**src/hw/rtl/dlu_pkg.sv**
```systemverilog
`timescale 1ns / 1ps
`default_nettype none

package dlu_pkg;

    localparam int OUT_CAP   = 16;
    localparam int CW        = 5;
    localparam int CFG_IDX_W = 2;
    localparam int CFG_DAT_W = 17;

    localparam logic [1:0] REQ_WRITE_MAT = 2'd0;
    localparam logic [1:0] REQ_FACTOR    = 2'd1;
    localparam logic [1:0] REQ_WRITE_RHS = 2'd2;

    localparam logic [1:0] STAT_OK        = 2'd0;
    localparam logic [1:0] STAT_SINGULAR  = 2'd1;
    localparam logic [1:0] STAT_NO_FACTOR = 2'd2;

    localparam logic [CFG_IDX_W-1:0] CFG_MATRIX_SIZE = 2'd0;
    localparam logic [CFG_IDX_W-1:0] CFG_PIVOT_MIN   = 2'd1;

    typedef enum logic {
        OP_MULSUB = 1'b0,
        OP_DIV    = 1'b1
    } arith_op_t;

    typedef struct packed {
        logic               start;
        arith_op_t          op;
        logic signed [31:0] a;
        logic signed [31:0] x;
        logic signed [31:0] y;
    } arith_req_t;

    typedef struct packed {
        logic               done;
        logic signed [31:0] result;
    } arith_rsp_t;

endpackage

`default_nettype wire

```
**src/hw/rtl/dlu_arith.sv**
```systemverilog
`timescale 1ns / 1ps
`default_nettype none

module dlu_arith (
    input  logic                clk,
    input  logic                rst_n,
    input  dlu_pkg::arith_req_t req,
    output dlu_pkg::arith_rsp_t rsp
);
    import dlu_pkg::*;

    localparam int DIV_STEPS = 48;

    typedef enum logic [4:0] {
        A_IDLE  = 5'b00001,
        A_SCALE = 5'b00010,
        A_SUB   = 5'b00100,
        A_DIV   = 5'b01000,
        A_FIN   = 5'b10000
    } astate_t;

    astate_t            state_reg;
    logic signed [31:0] a_reg;
    logic signed [63:0] prod_reg;
    logic signed [31:0] mul_reg;
    logic [47:0]        q_reg;
    logic [32:0]        rem_reg;
    logic [31:0]        den_reg;
    logic               neg_reg;
    logic [5:0]         cnt_reg;
    logic               done_reg;
    logic signed [31:0] res_reg;

    logic signed [63:0] adj;
    logic signed [63:0] scaled;
    logic signed [63:0] diff;
    logic [32:0]        rem_sh;
    logic               ge;
    logic [31:0]        abs_a;
    logic [31:0]        abs_y;

    function automatic logic signed [31:0] sat64(input logic signed [63:0] v);
        if (v > 64'sd2147483647) begin
            return 32'sh7FFFFFFF;
        end
        else if (v < -64'sd2147483648) begin
            return 32'sh80000000;
        end
        return v[31:0];
    endfunction

    assign adj    = prod_reg + (prod_reg[63] ? 64'sd65535 : 64'sd0);
    assign scaled = adj >>> 16;
    assign diff   = 64'(a_reg) - 64'(mul_reg);
    assign rem_sh = {rem_reg[31:0], q_reg[47]};
    assign ge     = rem_sh >= {1'b0, den_reg};
    assign abs_a  = req.a[31] ? (~req.a + 32'd1) : req.a;
    assign abs_y  = req.y[31] ? (~req.y + 32'd1) : req.y;

    always_ff @(posedge clk or negedge rst_n)
    begin
        if (!rst_n)
        begin
            state_reg <= A_IDLE;
            done_reg  <= 1'b0;
            a_reg     <= '0;
            prod_reg  <= '0;
            mul_reg   <= '0;
            q_reg     <= '0;
            rem_reg   <= '0;
            den_reg   <= '0;
            neg_reg   <= 1'b0;
            cnt_reg   <= '0;
            res_reg   <= '0;
        end
        else
        begin
            done_reg <= 1'b0;
            unique case (state_reg)
                A_IDLE:
                begin
                    if (req.start)
                    begin
                        a_reg <= req.a;
                        if (req.op == OP_MULSUB)
                        begin
                            prod_reg  <= req.x * req.y;
                            state_reg <= A_SCALE;
                        end
                        else if (req.y == 32'sd0)
                        begin
                            res_reg  <= '0;
                            done_reg <= 1'b1;
                        end
                        else
                        begin
                            q_reg     <= {abs_a, 16'd0};
                            rem_reg   <= '0;
                            den_reg   <= abs_y;
                            neg_reg   <= req.a[31] ^ req.y[31];
                            cnt_reg   <= '0;
                            state_reg <= A_DIV;
                        end
                    end
                end
                A_SCALE:
                begin
                    mul_reg   <= sat64(scaled);
                    state_reg <= A_SUB;
                end
                A_SUB:
                begin
                    res_reg   <= sat64(diff);
                    done_reg  <= 1'b1;
                    state_reg <= A_IDLE;
                end
                A_DIV:
                begin
                    rem_reg <= ge ? (rem_sh - {1'b0, den_reg}) : rem_sh;
                    q_reg   <= {q_reg[46:0], ge};
                    cnt_reg <= cnt_reg + 6'd1;
                    if (cnt_reg == 6'(DIV_STEPS - 1))
                    begin
                        state_reg <= A_FIN;
                    end
                end
                A_FIN:
                begin
                    if (neg_reg)
                    begin
                        res_reg <= (q_reg > 48'h80000000) ? 32'sh80000000
                                                          : (~q_reg[31:0] + 32'd1);
                    end
                    else
                    begin
                        res_reg <= (q_reg > 48'h7FFFFFFF) ? 32'sh7FFFFFFF : q_reg[31:0];
                    end
                    done_reg  <= 1'b1;
                    state_reg <= A_IDLE;
                end
                default:
                begin
                    state_reg <= A_IDLE;
                end
            endcase
        end
    end

    assign rsp.done   = done_reg;
    assign rsp.result = res_reg;

endmodule

`default_nettype wire

```
**config.mk**
```make
export PLATFORM = sky130hd
export DESIGN_NAME = dlu_arith
export DESIGN_NICKNAME = d
export VERILOG_FILES = /design/src/hw/rtl/dlu_pkg.sv /design/src/hw/rtl/dlu_arith.sv
export SDC_FILE = /design/constraint.sdc
export NUM_CORES = 2
export LEC_CHECK = 0
export BUFFER_PORTS_ARGS = -buffer_cell sky130_fd_sc_hd__buf_2
export CAP_MARGIN = 15
export CORE_MARGIN = 3
export CORE_UTILIZATION = 49
export DETAILED_ROUTE_END_ITERATION = 8
export PLACE_DENSITY = 0.65
export SLEW_MARGIN = 20
export SYNTH_ARGS = -nofsm -noshare
export SYNTH_HDL_FRONTEND = slang
export SYNTH_SLANG_ARGS = --single-unit
```
**constraint.sdc**
```tcl
create_clock -name clk -period 3.7 [get_ports clk]
set_input_delay 0.74 -clock clk [delete_from_list [all_inputs] [get_ports clk]]
set_output_delay 0.74 -clock clk [all_outputs]
set_load 0.01 [all_outputs]
```
======== Yosys cells after proc, flatten, opt, wreduce, memory -nomap -nowiden ========
Cells that the tools add are included.
word-level totals
  flip-flop bits (word level) ............. 285
  input bits .............................. 100
  output and inout bits ................... 33
  logic and storage cells ................. 98
cells by class
  add/subtract/negate cells ............... 7
  multiply operators ...................... 1
  magnitude comparators ................... 7
  equal/unequal tests ..................... 12
  muxes and demuxes ....................... 44
  bitwise gates (word level) .............. 6
  reduce and logical (&&, ||, !) cells .... 10
operators by type and width
  cell                                                                               count
  32-bit two-way mux                                                                 18
  48-bit two-way mux                                                                 3
  32-bit by 1-bit adder with 32-bit output, second input constant                    3
  48-bit by 32-bit greater-than comparator with 1-bit output, second input constant  2
  32-bit inverter                                                                    3
  32-bit one-hot mux with 3 select lines                                             1
  48-bit one-hot mux with 2 select lines                                             1
  64-bit by 17-bit adder with 64-bit output                                          1
  32-bit by 32-bit multiplier with 64-bit output                                     1
  32-bit one-hot mux with 2 select lines                                             1
  48-bit by 31-bit greater-than comparator with 1-bit output, second input constant  1
  48-bit by 32-bit < comparator with 1-bit output, second input constant             1
  33-bit by 32-bit >= comparator with 1-bit output                                   1
  33-bit by 32-bit greater-than comparator with 1-bit output, second input constant  1
  33-bit by 32-bit < comparator with 1-bit output, second input constant             1
  32-bit by 32-bit subtractor with 33-bit output                                     1
  32-bit logical NOT                                                                 1
  32-bit subtractor                                                                  1
  5-bit two-way mux                                                                  4
  6-bit two-way mux                                                                  3
  16-bit two-way mux                                                                 1
  5-bit one-hot mux with 3 select lines                                              1
  6-bit one-hot mux with 2 select lines                                              1
  4-bit AND reduction                                                                3
  other kinds (18)                                                                   32

======== Logic depth before layout (Yosys ltp) ========
  depth in word-level cells ............... 7
  gate-level depth with buffers ........... 31
  depth with buffers taken out ............ 29

======== Worst setup path before layout ========
OpenSTA, ideal clock, no wires.
  path kind ............................... in2reg
  start ................................... input req[5] in the netlist's numbering
  end ..................................... register prod_reg[60]
  setup time .............................. 128 ps
  arrival ................................. 8259 ps
  required time ........................... 3572 ps
  slack ................................... -4687 ps
  stages on the path ...................... 29
  path buffers ............................ 2
  cell sequence ........................... clkbuf_1 -> clkbuf_1 -> nand2_1 -> inv_1 -> fa_1 -> inv_1 -> fa_1 -> inv_1 -> fa_1 -> fa_1 -> inv_1 -> fa_1 -> inv_1 -> fa_1 -> inv_1 -> fa_1 -> fa_1 -> inv_1 -> ha_1 -> and3_1 -> nand4_1 -> nor2_1 -> a21oi_1 -> o211ai_1 -> a31oi_1 -> o21ai_0 -> a211oi_1 -> mux2i_1 -> nand3_1
between the ends
  longest elaborated chain between the ends .. 1
ends and longest elaborated chain
  element                                         line             text
  start, declared                                 dlu_arith.sv:7   input dlu_pkg::arith_req_t req,
  32-bit by 32-bit multiplier with 64-bit output  dlu_arith.sv:87  prod_reg <= req.x * req.y;
  end signal, assigned                            dlu_arith.sv:87
  end, declared                                   dlu_arith.sv:24  logic signed [63:0] prod_reg;
Every way passes these cells.
A chain may end at the register's enable or synchronous reset.

======== Final worst setup path ========
  start ................................... input req[44] in the netlist's numbering
  end ..................................... register prod_reg[61]
The elaborated chain is that of the path after synthesis.

==> run summary <==
status = finished, violations left
failing checks = setup timing
CTS H-Tree Depth = 1
first-pass GRT wire length = 253,000 um
Final nets = 8,077
Synth async-reset ratio = 100%
reg2reg setup slack = -130 ps
Tcrit/Tclk final = 197%
CTS clk-pin slew, worst paths = 60 ps
Synth cell types = 84
multi-input logic area = 44,000 sq um
hpwl dp = 127,000 um
Worst R2R Path Depth = 15
largest net degree at the start of global routing = 82
register area = 7130 sq um
largest area contributor in the netlist = fa_1
capture point of the worst reg-to-reg path = mul_reg[13]
Port Buffer Count = 132
r2r startpoint = prod_reg[63]
vias in the first global route = 46,300
max-slew violation count = 0
Synth Flop Type = dfrtp_1
placed cell area = 61,600 sq um
post-route ant nets = 0
Hold Vio Cnt, Final = 0
required time worst endpoint = 4160 ps
worst setup path class = input pin to register
RSZ-0062 raised after global routing = true
uppermost layer routed = met4
root buffer cell = clkbuf_16
Filler cells = 9,148
Post-synth EDFFs = 0
met3 wire len = 10,500 um
Core Region = 109,000 sq um
DRT iter0 DRCs = 2,611
layout cells sized above 1 = 22.2%
CTS Buf Count = 31
final non-filler cell area = 66,800 sq um
drt pass-1 iters = 7
Slew @ Worst Pin = 945 ps
Slew headroom = 37.0%
peak fanout along the critical path = 18
wire length on met1 = 68,000 um
Via density = 5.37
Clock Sinks = 285
crit path time final = 7280 ps
max_cap viols = 0
setup TNS = -241,500 ps
Avg Cell Area, Syn = 8.95 sq um
maximum clock path buffer count = 3
DR DRC count = 0
fmax = 137 MHz
met2 wire len = 73,900 um
worst setup margin = -3580 ps
Initial Util = 49.6%
top-area cell type share of the netlist area = 40.0%
YS warnings = 0
Clock Latency Late Sink = 600 ps
DIE AREA = 115,000 sq um
Post-CTS Hold Fix Bufs = 0
CTS tree = yes
Area contributors post-synth = fa_1 (40%), dfrtp_1 (13%), inv_1 (7.7%)
synthesis-to-finish area growth = 22.9%
skew final = 27.2 ps
nature of the critical path endpoint = register
cell row count = 121
WL final = 157,000 um
wire length per cell = 19.3 um
Hold Crit Class = input pin to asynchronous set/reset pin
Tot GR Track Use = 27.3%
arrival time at the worst endpoint = 7740 ps
vias = 43,600
final setup fails = 243
startpoint types = input pin
mapped cell area = 54,300 sq um
Die H = 339 um
Final GP Congestion = 0.913
#FFs+latches synth = 285
Top Ports = 133
initial antenna violation count = 0
max reg flops = 64
Cells after Synth = 6,069
GRT Residual Overflow = 0
syn_nets = 7,520
post-synthesis sequential area ratio = 13.1%
Die Wd = 339 um
[Yosys cell counts, types with 8 or more instances]
cell type,instances
mux2i_1,20
ha_1,267
inv_1,1108
a22oi_1,16
nor3b_1,8
o221ai_1,10
dfrtp_1,284
and3_1,32
buf_1,15
nor2b_1,23
and2_1,496
a211oi_1,17
xor2_1,91
fa_1,1084
a21oi_1,162
xnor2_1,122
nand4_1,29
o21ai_1,20
o21bai_1,11
a21o_1,74
clkbuf_1,308
nand2_1,913
or3_1,27
nand3_1,83
buf_6,11
nor3_1,44
a311oi_1,15
o21a_1,16
a221o_1,50
o211ai_1,14
nand2b_1,30
a31oi_1,43
or2_2,14
nor2_1,186
o21ai_0,260
o31ai_1,24
or4_1,10
nor4_1,16
[layout make-up]
class                   count  area share (%)
diodes                      1         0.00375
clock buffers              39            1.27
clock inverters            19           0.410
inverters                1110            6.26
multi-input cells        4331            65.9
flip-flops and latches    285            10.7
well taps                1476            2.77
repair buffers            867            12.7
[how the worst max path moves through the flow]
stage	start	end	slack [ps]	cells after the start
finish	req[44]	prod_reg[61]	-3580	25
global route	req[3]	prod_reg[57]	-3810	29
CTS	req[42]	prod_reg[61]	-3520	25
detailed placement	req[9]	prod_reg[57]	-4490	28
global placement	req[7]	prod_reg[57]	-4380	28
floorplan	req[4]	prod_reg[60]	-4100	26
[cells by family after synthesis]
kind of cell    after synthesis  synth area share [%]
compound gates              801                  9.40
fa+ha+maj                  1351                  46.1
simple gates               1941                  17.2
buf+inv                    1453                  10.2
flops                       285                  13.1
xor+xnor                    213                  3.43
mux                          25                 0.472
[layout by cell type (no fill, tap or decap), types with 28 or more instances in the layout]
cell type	Yosys	layout
inv_1	1108	1036
fa_1	1084	981
nand2_1	913	868
buf_4	5	546
and2_1	496	453
dfrtp_1	284	284
ha_1	267	206
nor2_1	186	167
o21ai_0	260	155
buf_6	11	116
a21oi_1	162	114
xnor2_1	122	110
fa_2	0	103
o21ai_1	20	100
buf_12	0	91
xor2_1	91	88
a21o_1	74	73
inv_2	1	70
buf_2	3	70
nand3_1	83	62
ha_4	0	57
a221o_1	50	50
and2_4	0	42
nor3_1	44	41
a31oi_1	43	39
clkbuf_16	0	37
a21oi_2	0	34
nand2_2	0	30
nand4_1	29	29
nand2b_1	30	28
[metrics by stage]
stage / setup WS, ps / hold WS (ps) / instances / utilization (%)
global route: -3810 / 202 / 8127 / 61.0
detailed placement: -4490 / 473 / 7928 / 56.2
finish: -3580 / 176 / 8128 / 61.0
global placement: -4380 / 460 / 7928 / 56.2
CTS: -3520 / 170 / 8077 / 59.6
floorplan: -4100 / 442 / 6069 / -
[critical path, stage by stage]
cell      delay (ps)
buf_12           140
buf_4            150
and2_1           160
fa_1             450
fa_1             490
inv_1             60
fa_1             530
inv_1             50
fa_1             490
fa_1             460
fa_1             580
fa_1             450
fa_1             600
ha_4             240
a21oi_4          180
nand2b_4          60
a211oi_2         240
o211a_1          260
nor3b_4           70
o2111a_2         290
o311ai_4         350
o211ai_1         210
a31oi_1          240
xor2_1           170
o21ai_1           70
[metal layers]
layer	track usage, %	vias up
li1	-	19800
met1	38.3	22200
met2	44.6	1318
met3	4.20	220
met4	6.87	0
met5	0	-
[repair_timing]
action | 4_1_cts | 5_1_grt
gates resized for setup | 470 | 281
gates cloned | 10 | 7
endpoints found under the setup margin | 244 | 245
pin swaps | 300 | 179
buffers inserted | 84 | 47
Power is not shown: default switching activity piles up to over one toggle a cycle in this logic, so the estimate is an artifact.
